[src/hdl/atan_pkg.sv]
// atan_pkg: shared types and constants for the atan2 degrees pipeline.
// No dependencies.
package atan_pkg;

    localparam int IN_W  = 15;  // input sample width
    localparam int DEN_W = 16;  // divisor width, |x| + |y| <= 32768
    localparam int REM_W = 17;  // partial remainder width after the shift
    localparam int ANG_W = 9;   // result width

    localparam int C_LO    = 45;
    localparam int C_HI    = 135;
    localparam int C_R     = 56;
    localparam int C_CUBE  = 11;
    localparam int C_FULL  = 360;
    localparam int C_HALF  = 180;

    // item flags that ride along the pipeline
    typedef struct packed {
        logic vld;
        logic neg_r;
        logic y_zero;
        logic y_neg;
        logic x_neg;
    } t_side;

endpackage

[src/hdl/atan_dcell.sv]
// atan_dcell: one restoring-division cell, one quotient bit per cell.
// Depends on atan_pkg.
module atan_dcell #(
    parameter int QW    = 9,
    parameter bit SHIFT = 1'b1
) (
    input  logic                       i_clk,
    input  logic                       i_rst_n,
    input  logic [atan_pkg::REM_W-1:0] i_rem,
    input  logic [atan_pkg::DEN_W-1:0] i_den,
    input  logic [QW-1:0]              i_quo,
    input  atan_pkg::t_side            i_side,
    output logic [atan_pkg::REM_W-1:0] o_rem,
    output logic [atan_pkg::DEN_W-1:0] o_den,
    output logic [QW-1:0]              o_quo,
    output atan_pkg::t_side            o_side
);

    logic [atan_pkg::REM_W-1:0] rs;
    logic [atan_pkg::REM_W-1:0] dz;
    logic                       ge;
    logic [atan_pkg::REM_W-1:0] n_rem;
    logic [QW-1:0]              n_quo;

    always_comb begin
        rs    = SHIFT ? {i_rem[atan_pkg::REM_W-2:0], 1'b0} : i_rem;
        dz    = {1'b0, i_den};
        ge    = (rs >= dz);
        n_rem = ge ? (rs - dz) : rs;
        n_quo = {i_quo[QW-2:0], ge};
    end

    logic [atan_pkg::REM_W-1:0] r_rem;
    logic [atan_pkg::DEN_W-1:0] r_den;
    logic [QW-1:0]              r_quo;
    atan_pkg::t_side            r_side;

    always_ff @(posedge i_clk) begin
        r_rem <= n_rem;
        r_den <= i_den;
        r_quo <= n_quo;
        if (!i_rst_n) begin
            r_side <= '0;
        end else begin
            r_side <= i_side;
        end
    end

    assign o_rem  = r_rem;
    assign o_den  = r_den;
    assign o_quo  = r_quo;
    assign o_side = r_side;

endmodule

[src/hdl/atan2_degrees_fixed_point.sv]
// atan2_degrees_fixed_point: top level, vector angle in whole degrees.
// Depends on atan_pkg and atan_dcell.
//
// Usage:
//   Drive i_y_value / i_x_value and pulse start. busy is always low, so an
//   item is taken on every cycle that start is high: one item per cycle.
//   Each item yields exactly one result on o_angle_degrees (0..360), shown
//   for one cycle with o_done high. The receiver cannot stall; results
//   must be taken on the cycle they appear.
// Pipeline, in order from accept to o_done:
//   operand prep register (|y|, numerator and divisor)
//   F+1 cells restoring divider, one quotient bit per cell
//   r^2, r^3 and polynomial registers
//   quadrant fix-up, clamp, output register
// Throughput is set by the cell chain: every cell hands its partial
// remainder to the next each cycle, so a new item enters every cycle.
// Reset (synchronous, active low) clears all valid flags; items in flight
// are dropped. There is no configuration and no stored state.
module atan2_degrees_fixed_point #(
    parameter int FRAC_BITS = 8
) (
    input  logic                            i_clk,
    input  logic                            i_rst_n,
    input  logic                            start,
    output logic                            busy,
    input  logic signed [atan_pkg::IN_W-1:0] i_y_value,
    input  logic signed [atan_pkg::IN_W-1:0] i_x_value,
    output logic                            o_done,
    output logic [atan_pkg::ANG_W-1:0]      o_angle_degrees
);

    localparam int QW  = FRAC_BITS + 1;     // quotient bits, q <= 2^F
    localparam int RW  = FRAC_BITS + 2;     // signed ratio
    localparam int PW  = 2 * RW;            // product width
    localparam int SW  = RW + 8;            // polynomial sum width
    localparam int LAT = FRAC_BITS + 6;

    assign busy = 1'b0;

    // ---------------- operand prep ----------------
    logic signed [16:0] ys, xs, ya, num, den;
    logic [atan_pkg::DEN_W-1:0] nabs;
    atan_pkg::t_side n_side0;

    always_comb begin
        ys = 17'(i_y_value);
        xs = 17'(i_x_value);
        ya = ys[16] ? -ys : ys;
        if (!xs[16]) begin
            num = xs - ya;
            den = xs + ya;
        end else begin
            num = xs + ya;
            den = ya - xs;
        end
        nabs = num[16] ? atan_pkg::DEN_W'(-num) : atan_pkg::DEN_W'(num);
        n_side0.vld    = start;
        n_side0.neg_r  = num[16];
        n_side0.y_zero = (ys == 17'sd0);
        n_side0.y_neg  = ys[16];
        n_side0.x_neg  = xs[16];
    end

    logic [atan_pkg::REM_W-1:0] r_rem0;
    logic [atan_pkg::DEN_W-1:0] r_den0;
    atan_pkg::t_side            r_side0;

    always_ff @(posedge i_clk) begin
        r_rem0 <= {1'b0, nabs};
        r_den0 <= atan_pkg::DEN_W'(den);
        if (!i_rst_n) begin
            r_side0 <= '0;
        end else begin
            r_side0 <= n_side0;
        end
    end

    // ---------------- divider cell chain ----------------
    logic [atan_pkg::REM_W-1:0] c_rem [QW+1];
    logic [atan_pkg::DEN_W-1:0] c_den [QW+1];
    logic [QW-1:0]              c_quo [QW+1];
    atan_pkg::t_side            c_side[QW+1];

    assign c_rem[0]  = r_rem0;
    assign c_den[0]  = r_den0;
    assign c_quo[0]  = '0;
    assign c_side[0] = r_side0;

    for (genvar g = 0; g < QW; g++) begin : g_cell
        atan_dcell #(
            .QW    (QW),
            .SHIFT (g != 0)    // first cell yields the integer bit
        ) u_cell (
            .i_clk   (i_clk),
            .i_rst_n (i_rst_n),
            .i_rem   (c_rem[g]),
            .i_den   (c_den[g]),
            .i_quo   (c_quo[g]),
            .i_side  (c_side[g]),
            .o_rem   (c_rem[g+1]),
            .o_den   (c_den[g+1]),
            .o_quo   (c_quo[g+1]),
            .o_side  (c_side[g+1])
        );
    end

    // ---------------- polynomial ----------------
    logic signed [RW-1:0] rq;
    assign rq = c_side[QW].neg_r ? -$signed({1'b0, c_quo[QW]})
                                 :  $signed({1'b0, c_quo[QW]});

    // stage 1: r^2
    logic signed [RW-1:0] r_r1;
    logic signed [PW-1:0] r_sq;
    atan_pkg::t_side      r_side1;

    // stage 2: r^3
    logic signed [RW-1:0] r_r2;
    logic signed [PW-1:0] r_cu;
    atan_pkg::t_side      r_side2;
    logic signed [PW-1:0] sq_sh;

    // stage 3: t
    logic signed [SW-1:0] r_t;
    atan_pkg::t_side      r_side3;
    logic signed [PW-1:0] cu_sh;
    logic signed [SW-1:0] poly;

    always_comb begin
        sq_sh = r_sq >>> FRAC_BITS;
        cu_sh = r_cu >>> FRAC_BITS;
        // the cube term can be negative, keep its sign when widening
        poly  = SW'(r_r2) * SW'(-atan_pkg::C_R)
              + SW'($signed(cu_sh[RW-1:0])) * SW'(atan_pkg::C_CUBE);
    end

    always_ff @(posedge i_clk) begin
        r_r1 <= rq;
        r_sq <= PW'(rq) * PW'(rq);
        r_r2 <= r_r1;
        r_cu <= PW'(sq_sh[RW-1:0]) * PW'(r_r1);
        r_t  <= poly >>> FRAC_BITS;
        if (!i_rst_n) begin
            r_side1 <= '0;
            r_side2 <= '0;
            r_side3 <= '0;
        end else begin
            r_side1 <= c_side[QW];
            r_side2 <= r_side1;
            r_side3 <= r_side2;
        end
    end

    // ---------------- quadrant fix-up and clamp ----------------
    logic signed [11:0] ang_a, ang_b;
    logic [atan_pkg::ANG_W-1:0] n_angle;

    always_comb begin
        if (r_side3.y_zero) begin
            ang_a = r_side3.x_neg ? 12'(atan_pkg::C_HALF) : 12'sd0;
        end else begin
            ang_a = (r_side3.x_neg ? 12'(atan_pkg::C_HI) : 12'(atan_pkg::C_LO))
                  + 12'(r_t);
        end
        ang_b = r_side3.y_neg ? (12'(atan_pkg::C_FULL) - ang_a) : ang_a;
        if (ang_b < 12'sd0) begin
            n_angle = '0;
        end else if (ang_b > 12'(atan_pkg::C_FULL)) begin
            n_angle = atan_pkg::ANG_W'(atan_pkg::C_FULL);
        end else begin
            n_angle = ang_b[atan_pkg::ANG_W-1:0];
        end
    end

    logic                       r_done;
    logic [atan_pkg::ANG_W-1:0] r_angle;

    always_ff @(posedge i_clk) begin
        r_angle <= n_angle;
        if (!i_rst_n) begin
            r_done <= 1'b0;
        end else begin
            r_done <= r_side3.vld;
        end
    end

    assign o_done          = r_done;
    assign o_angle_degrees = r_angle;

    // ---------------- assertions ----------------
    a_range: assert property (@(posedge i_clk) disable iff (!i_rst_n)
        o_done |-> (o_angle_degrees <= atan_pkg::ANG_W'(atan_pkg::C_FULL)))
        else $error("angle out of range");

    a_lat: assert property (@(posedge i_clk) disable iff (!i_rst_n)
        start |-> ##LAT o_done)
        else $error("result missing after pipeline latency");

    a_zero: assert property (@(posedge i_clk) disable iff (!i_rst_n)
        (start && i_y_value == '0 && !i_x_value[atan_pkg::IN_W-1])
            |-> ##LAT (o_done && o_angle_degrees == '0))
        else $error("zero y with nonnegative x must give 0");

    a_div: assert property (@(posedge i_clk) disable iff (!i_rst_n)
        (c_side[QW].vld && !c_side[QW].y_zero) |-> (c_quo[QW] <= QW'(1 << FRAC_BITS)))
        else $error("ratio magnitude exceeds one");

endmodule
[config.mk]
export PLATFORM = sky130hd
export DESIGN_NAME = atan2_degrees_fixed_point
export DESIGN_NICKNAME = d
export VERILOG_FILES = /design/src/hdl/atan_pkg.sv /design/src/hdl/atan_dcell.sv /design/src/hdl/atan2_degrees_fixed_point.sv
export SDC_FILE = /design/constraint.sdc
export NUM_CORES = 1
export LEC_CHECK = 0
export BUFFER_PORTS_ARGS = -buffer_cell sky130_fd_sc_hd__buf_2
export CORE_ASPECT_RATIO = 1.5
export CORE_MARGIN = 2
export CORE_UTILIZATION = 46
export CTS_BUF_LIST = sky130_fd_sc_hd__clkbuf_16
export CTS_CLUSTER_SIZE = 30
export DETAILED_ROUTE_END_ITERATION = 10
export GPL_TIMING_DRIVEN = 0
export PLACE_DENSITY = 0.68
export SETUP_SLACK_MARGIN = 0.02
export SYNTH_ARGS = -nofsm -noshare
export SYNTH_HDL_FRONTEND = slang
export SYNTH_SLANG_ARGS = --single-unit
export TNS_END_PERCENT = 1
[constraint.sdc]
create_clock -name i_clk -period 18 [get_ports i_clk]
set_input_delay 1.8 -clock i_clk [delete_from_list [all_inputs] [get_ports i_clk]]
set_output_delay 1.8 -clock i_clk [all_outputs]
set_load 0.02 [all_outputs]
==> flow_summary.ini, run 1 <==
[critical_path]
startpoint_type = register
crit_chain = inv_2, ha_1, nand2_1, or2_2, o21ai_0, xor2_1, inv_1, nand2_1, inv_1, fa_1, fa_1, fa_1, fa_1, inv_1, fa_1, inv_1, ha_1, or3_1, o211ai_2, a21boi_1, o21a_1, or4_4, a31oi_2, xnor2_1
end_kind = register
required_ps = 18480
critPathMostFrequentCell = fa_1
critPathMaxStageDelay_ps = 560
critPathKind = register to register
cp_slowest_cell = fa_1
worst-path-max-fanout = 10
crit_arrival_ps = 7620

[global_route]
grt_pass1_wl_um = 98900
overflow = 0
track_usage_pct = 18.6
grt_pass1_vias = 21628
grt_max_degree = 16
antenna_found_initial = 1

[sta]
slew_viol_final = 0
fmax_mhz = 140
finalCritPeriodShare_pct = 39.7
period_minus_slack_ps = 7140
setup_tns_ps = 0
rsz0062_at_grt = no
setup-violations-final = 0
slew_headroom_pct = 29.8
fin_worst_skew_ps = 22.1
worst_pin_slew_ps = 1040
hold_viol_final = 0

[yosys]
synth_top_area_share_pct = 31.7
synth_compound_area_share_pct = 12.6
yosysWarnings = 0
synth_xor_area_share_pct = 6.50
synthAdderAreaFrac_pct = 26.1
synthSimpleGateAreaFrac_pct = 13.5
netlist-cell-type-count = 94
synth_edf_count = 0
syn_inst = 3120
async_reset_ff_share_pct = 0
yosys.area.top_type = dfxtp_1
synth_area_leaders = dfxtp_1, ha_1, fa_1
synth_top_family_by_area = adder cells
synth.avg_cell_area_sq_um = 9.20
synth-seq-area-share_pct = 31.7
yosys_register_bits = 454
synth_area_sq_um = 28700
ys_dominant_reg_cell = dfxtp_1
synthMuxAreaShare_pct = 2.32

[floorplan]
start_util_pct = 46.3
dieArea_sq_um = 64400
dieHeight_um = 310
core_sq_um = 61900
die_x_um = 208
io_pins = 44
rows = 112

[cts]
clk_pin_slew_ps = 60
cts_max_path_buffers = 3
cts_root_buf = clkbuf_16
cts_sinks = 454
cts_tree = yes
cts_resized = 0
cts_buffers = 44
clkLatencyLatePin_ps = 570
ctsHoldBuffers = 0
cts_setup_buffers = 0
htree_levels = 2

[detailed_routing]
antenna_left = 0
via_per_inst = 5.12
drt_first_pass_iters = 4
route.detailed.drc = 0
drtIter0Drc = 680
vias = 20691
wl_per_cell_um = 14.6
wirelength_um = 59000

[run]
max-cap-violations = 0

[placed_design]
portBuffers = 42
gp_congestion = 0.921
hpwl_um = 48500

[layout]
nets = 3743
syn_to_final_growth_pct = 9.16
mostFrequentLayoutCells = inv_1, dfxtp_1, ha_1, nor2_1, nand2_1
final_common_cell = inv_1
fill_cells = 5788
drive_gt1_share_pct = 6.60

[status]
outcome = finished clean

[hold_path]
hold_class = register to register
==> worst paths after layout <==
kind	start	end	slack, ps	cells past startpoint
setup reg to reg	g_cell[8].u_cell.o_quo[0]	r_sq[17]	10860	24
hold / removal	g_cell[4].u_cell.o_quo[0]	g_cell[5].u_cell.o_quo[1]	320	0
setup / recovery	g_cell[8].u_cell.o_quo[0]	r_sq[17]	10860	24
hold reg to reg	g_cell[4].u_cell.o_quo[0]	g_cell[5].u_cell.o_quo[1]	320	0
==> final cells by class <==
cell class	count	area, sq um	share of cell area, %
well taps	798	998	3.19
flip-flops and latches	454	9090	29.0
plain buffers	67	294	0.939
repair buffers	42	210	0.671
clock inverters	34	287	0.915
multi-input cells	2113	17500	55.8
diodes	1	2.50	0.00799
clock buffers	45	1130	3.60
inverters	487	1830	5.84
==> worst max-delay path: cells and delay by family, from the launching register on <==
family	cells	cell delay, ps
adders and majority gates	7	2940
and+or+nand+nor	5	1340
AOI/OAI and AO/OA	5	980
buffers and inverters	5	700
xor gates and xnor gates	2	640
DFF	1	440
==> layer usage <==
| layer | GRT usage (%) | part of all wire [%] |
|---|---|---|
| met1 | 17.5 | 36 |
| met2 | 38.6 | 56 |
| met3 | 1.65 | 2.0 |
| met4 | 10.6 | 5.8 |
| met5 | 0 | 0 |
==> through the flow <==
stage	setup slack [ps]	utilization, %	instance area (sq um)	hold WS [ps]	cells
floorplan	11810	-	28700	310	3121
global placement	10930	48.3	29900	310	3961
detailed placement	10910	48.3	29900	312	3961
CTS	10830	50.6	31300	308	4040
global route	10380	50.6	31300	324	4041
finish	10860	50.6	31300	317	4041
==> registers in the layout, summed over array words and instances, names as in the netlist, 5 cells and up <==
register	cells
r_rem0	15
o_angle_degrees	9
c_side	5
g_cell.u_cell.o_quo	45
r_r2	10
r_den0	16
r_r1	9
g_cell.u_cell.o_rem	128
r_sq	11
g_cell.u_cell.o_side	45
g_cell.u_cell.o_den	128
r_t	10
r_cu	10
==> cell usage after synthesis (all sizes together) (12+ instances only) <==
cell type and number:
nor2b 30, or3 21, nor2 220, o21ai 128
and2 107, a21oi 174, a31oi 23, xnor2 146
o21a 30, dfxtp 454, and3 12, nand3 33
fa 161, a21o 50, o21bai 19, xor2 66
inv 486, mux2i 16, nand2 180, o31ai 20
buf 17, nand4 32, mux2 45, nor3 51
a21boi 17, ha 340, nand2b 44, clkbuf 50
==> cell families after synthesis <==
logic type | count (synthesis)
xor+xnor | 212
flops | 454
buf+inv | 554
fa+ha+maj | 501
compound gates | 557
mux | 61
other cells | 2
simple gates | 779
Power of run 1 is not shown: default switching activity piles up to over one toggle a cycle in this logic, so the estimate is an artifact.
==> inputs of run 2 (changes only) <==
Settings changed: ABC_AREA set to 1, PLACE_DENSITY 0.68 to 0.71.
Clock period 18 ns to 5.9 ns, I/O delays scaled along.
==> run 2 against run 1 <==
Fmax up 25%. Critical path type unchanged. Global-route usage is 0.78 points higher. Critical path depth increased by 3. Routed wire length grew 6.2%. Highest routed layer unchanged. Synthesized cell count rose by 16%. Count of clock-buffer cells in the layout down 2. Design area up 3.6%. Sequential share of layout area shrank 0.98 points.
==> flow_summary.ini, run 2 <==
[run]
max-cap-violations = 0

[layout]
fill_cells = 5937
nets = 4262
stdcell_count = 4562
antenna_cells = 0
seq_area_sq_um = 9100
drive_gt1_share_pct = 9.00
mostFrequentLayoutCells = nand2_1, inv_1, dfxtp_1, ha_1, a21oi_1
syn_to_final_growth_pct = 10.6
final_common_cell = nand2_1
multiInputGateArea_sq_um = 17600

[critical_path]
r2r_setup_slack_ps = 190
end_kind = register
worst-path-max-fanout = 10
critPathKind = register to register
r2r_start = g_cell[8].u_cell.o_quo[0]
required_ps = 6390
timing.rr.end = r_sq[16]
startpoint_type = register
reg2reg_depth = 27
crit_arrival_ps = 6200

[global_route]
antenna_found_initial = 0
grt_pass1_vias = 23560
grt_max_degree = 16
grt_pass1_wl_um = 105000
overflow = 0
track_usage_pct = 19.4

[floorplan]
start_util_pct = 46.4
dieArea_sq_um = 65800
rows = 113
core_sq_um = 63200
io_pins = 44
die_x_um = 210
dieHeight_um = 313

[yosys]
yosys.area.top_type = dfxtp_1
synthTopCellsByCount = nand2_1, inv_1, dfxtp_1
synth.avg_cell_area_sq_um = 8.08
syn_inst = 3632
synth-seq-area-share_pct = 31.0
synth_top_area_share_pct = 31.0
synth_area_leaders = dfxtp_1, ha_1, fa_1
synth_area_sq_um = 29300
yosysWarnings = 0
synth_edf_count = 0
netlist-cell-type-count = 66
async_reset_ff_share_pct = 0
synth_most_common_cell = nand2_1
ys_dominant_reg_cell = dfxtp_1
yosys_register_bits = 454

[hold_path]
min_path_cells = 3
min_to = c_side[49]
hold_class = primary input to register
min_from = start

[sta]
setup-violations-final = 0
fin_worst_skew_ps = 38.4
worst_pin_slew_ps = 1000
finalCritPeriodShare_pct = 96.8
hold_viol_final = 0
slew_viol_final = 0
rsz0062_at_grt = yes
period_minus_slack_ps = 5710
fmax_mhz = 175
setup_slack_ps = 190
slew_headroom_pct = 32.6

[cts]
ctsHoldBuffers = 0
cts_max_path_buffers = 3
htree_levels = 2
clk_pin_slew_ps = 60
cts_buffers = 43
cts_root_buf = clkbuf_16
cts_sinks = 454
clkLatencyLatePin_ps = 560
cts_tree = yes

[detailed_routing]
drt_first_pass_iters = 5
wl_per_cell_um = 13.7
route.detailed.drc = 0
wirelength_um = 62700
vias = 22595
drtIter0Drc = 786
via_per_inst = 4.95
antenna_left = 0

[placed_design]
hpwl_um = 51000
preCtsSetupSlack_ps = -941
placed_cells = 4479
portBuffers = 41
gp_congestion = 0.931

[status]
outcome = finished clean
[run 2: changes by cell type after synthesis, moves of 53 or more]
cell,change
nand2_1,+547
inv_1,+213
and2_1,-106
nand3_1,+82
xnor2_1,-58
xor2_1,+58
o21ai_0,+53
[run 2: stage by stage]
step	hold WS, ps	area [sq um]	utilization [%]	setup TNS [ps]
finish	237	32400	51.3	0
global route	224	32400	51.3	-36.9
CTS	212	32100	50.8	0
detailed placement	312	30500	48.3	-5140
global placement	310	30500	48.3	-4710
floorplan	310	29300	-	0
[run 2: how the worst max path moves through the flow]
stage               end  cells past startpoint                      start
2_1_floorplan  r_sq[16]                     29  g_cell[8].u_cell.o_quo[0]
3_3_place_gp   r_sq[16]                     24  g_cell[8].u_cell.o_quo[0]
3_5_place_dp   r_sq[16]                     24  g_cell[8].u_cell.o_quo[0]
5_1_grt        r_sq[16]                     27  g_cell[8].u_cell.o_quo[0]
6_report       r_sq[16]                     27  g_cell[8].u_cell.o_quo[0]
4_1_cts        r_sq[16]                     30  g_cell[8].u_cell.o_quo[0]
[run 2: area by class of cell]
type	count	share of cell area (%)
buffer	54	0.960
clock buffer	43	3.32
sequential	454	28.0
inverter	716	8.38
clock inverter	31	0.918
multi-input combinational	2395	54.1
timing repair buffer	64	1.16
tap	805	3.10
[run 2: repair_timing]
action / 4_1_cts / 5_1_grt
setup buffers: 10 / 13
endpoints found under the setup margin: 9 / 10
cloned: 0 / 0
pin swaps: 8 / 36
resized for setup: 38 / 64
[run 2: routing by layer]
metal / vias to the layer above / global-route usage, % / part of all wire [%]
met4: 0 / 11.1 / 6.1
met3: 204 / 1.73 / 2.6
met5: - / 0 / 0
li1: 11536 / - / -
met1: 10462 / 17.1 / 33
met2: 393 / 41.1 / 58
[run 2: cell families (layout without fill, tap and decap cells)]
group	count (synthesis)	after routing	share of synthesized area, %
AOI/OAI and AO/OA	503	503	9.60
xor gates and xnor gates	216	216	6.58
adders and majority gates	501	501	25.5
buffers and inverters	784	908	10.4
DFF	454	454	31.0
muxes	1	1	0.0341
other	2	3	0.0256
and+or+nand+nor	1171	1171	16.9
[run 2: critical path, cell delays in order (launching register included)]
cell and delay (ps):
dfxtp_4 420, inv_8 70, ha_4 170, nand3_2 80, nor2_1 50, nand3_1 80, nand2_1 80, or2_4 250
nand2_4 140, inv_6 70, nor2_4 140, fa_1 430, fa_1 520, fa_1 520, fa_1 550, inv_1 50
fa_2 590, inv_2 60, ha_4 240, a21oi_1 130, o21ai_1 90, a21oi_2 120, nand2_2 110, nand2_2 110
nand2_2 70, a21o_2 210, a21oi_2 150, xnor2_1 120
Power of run 2 is left out for the same reason.
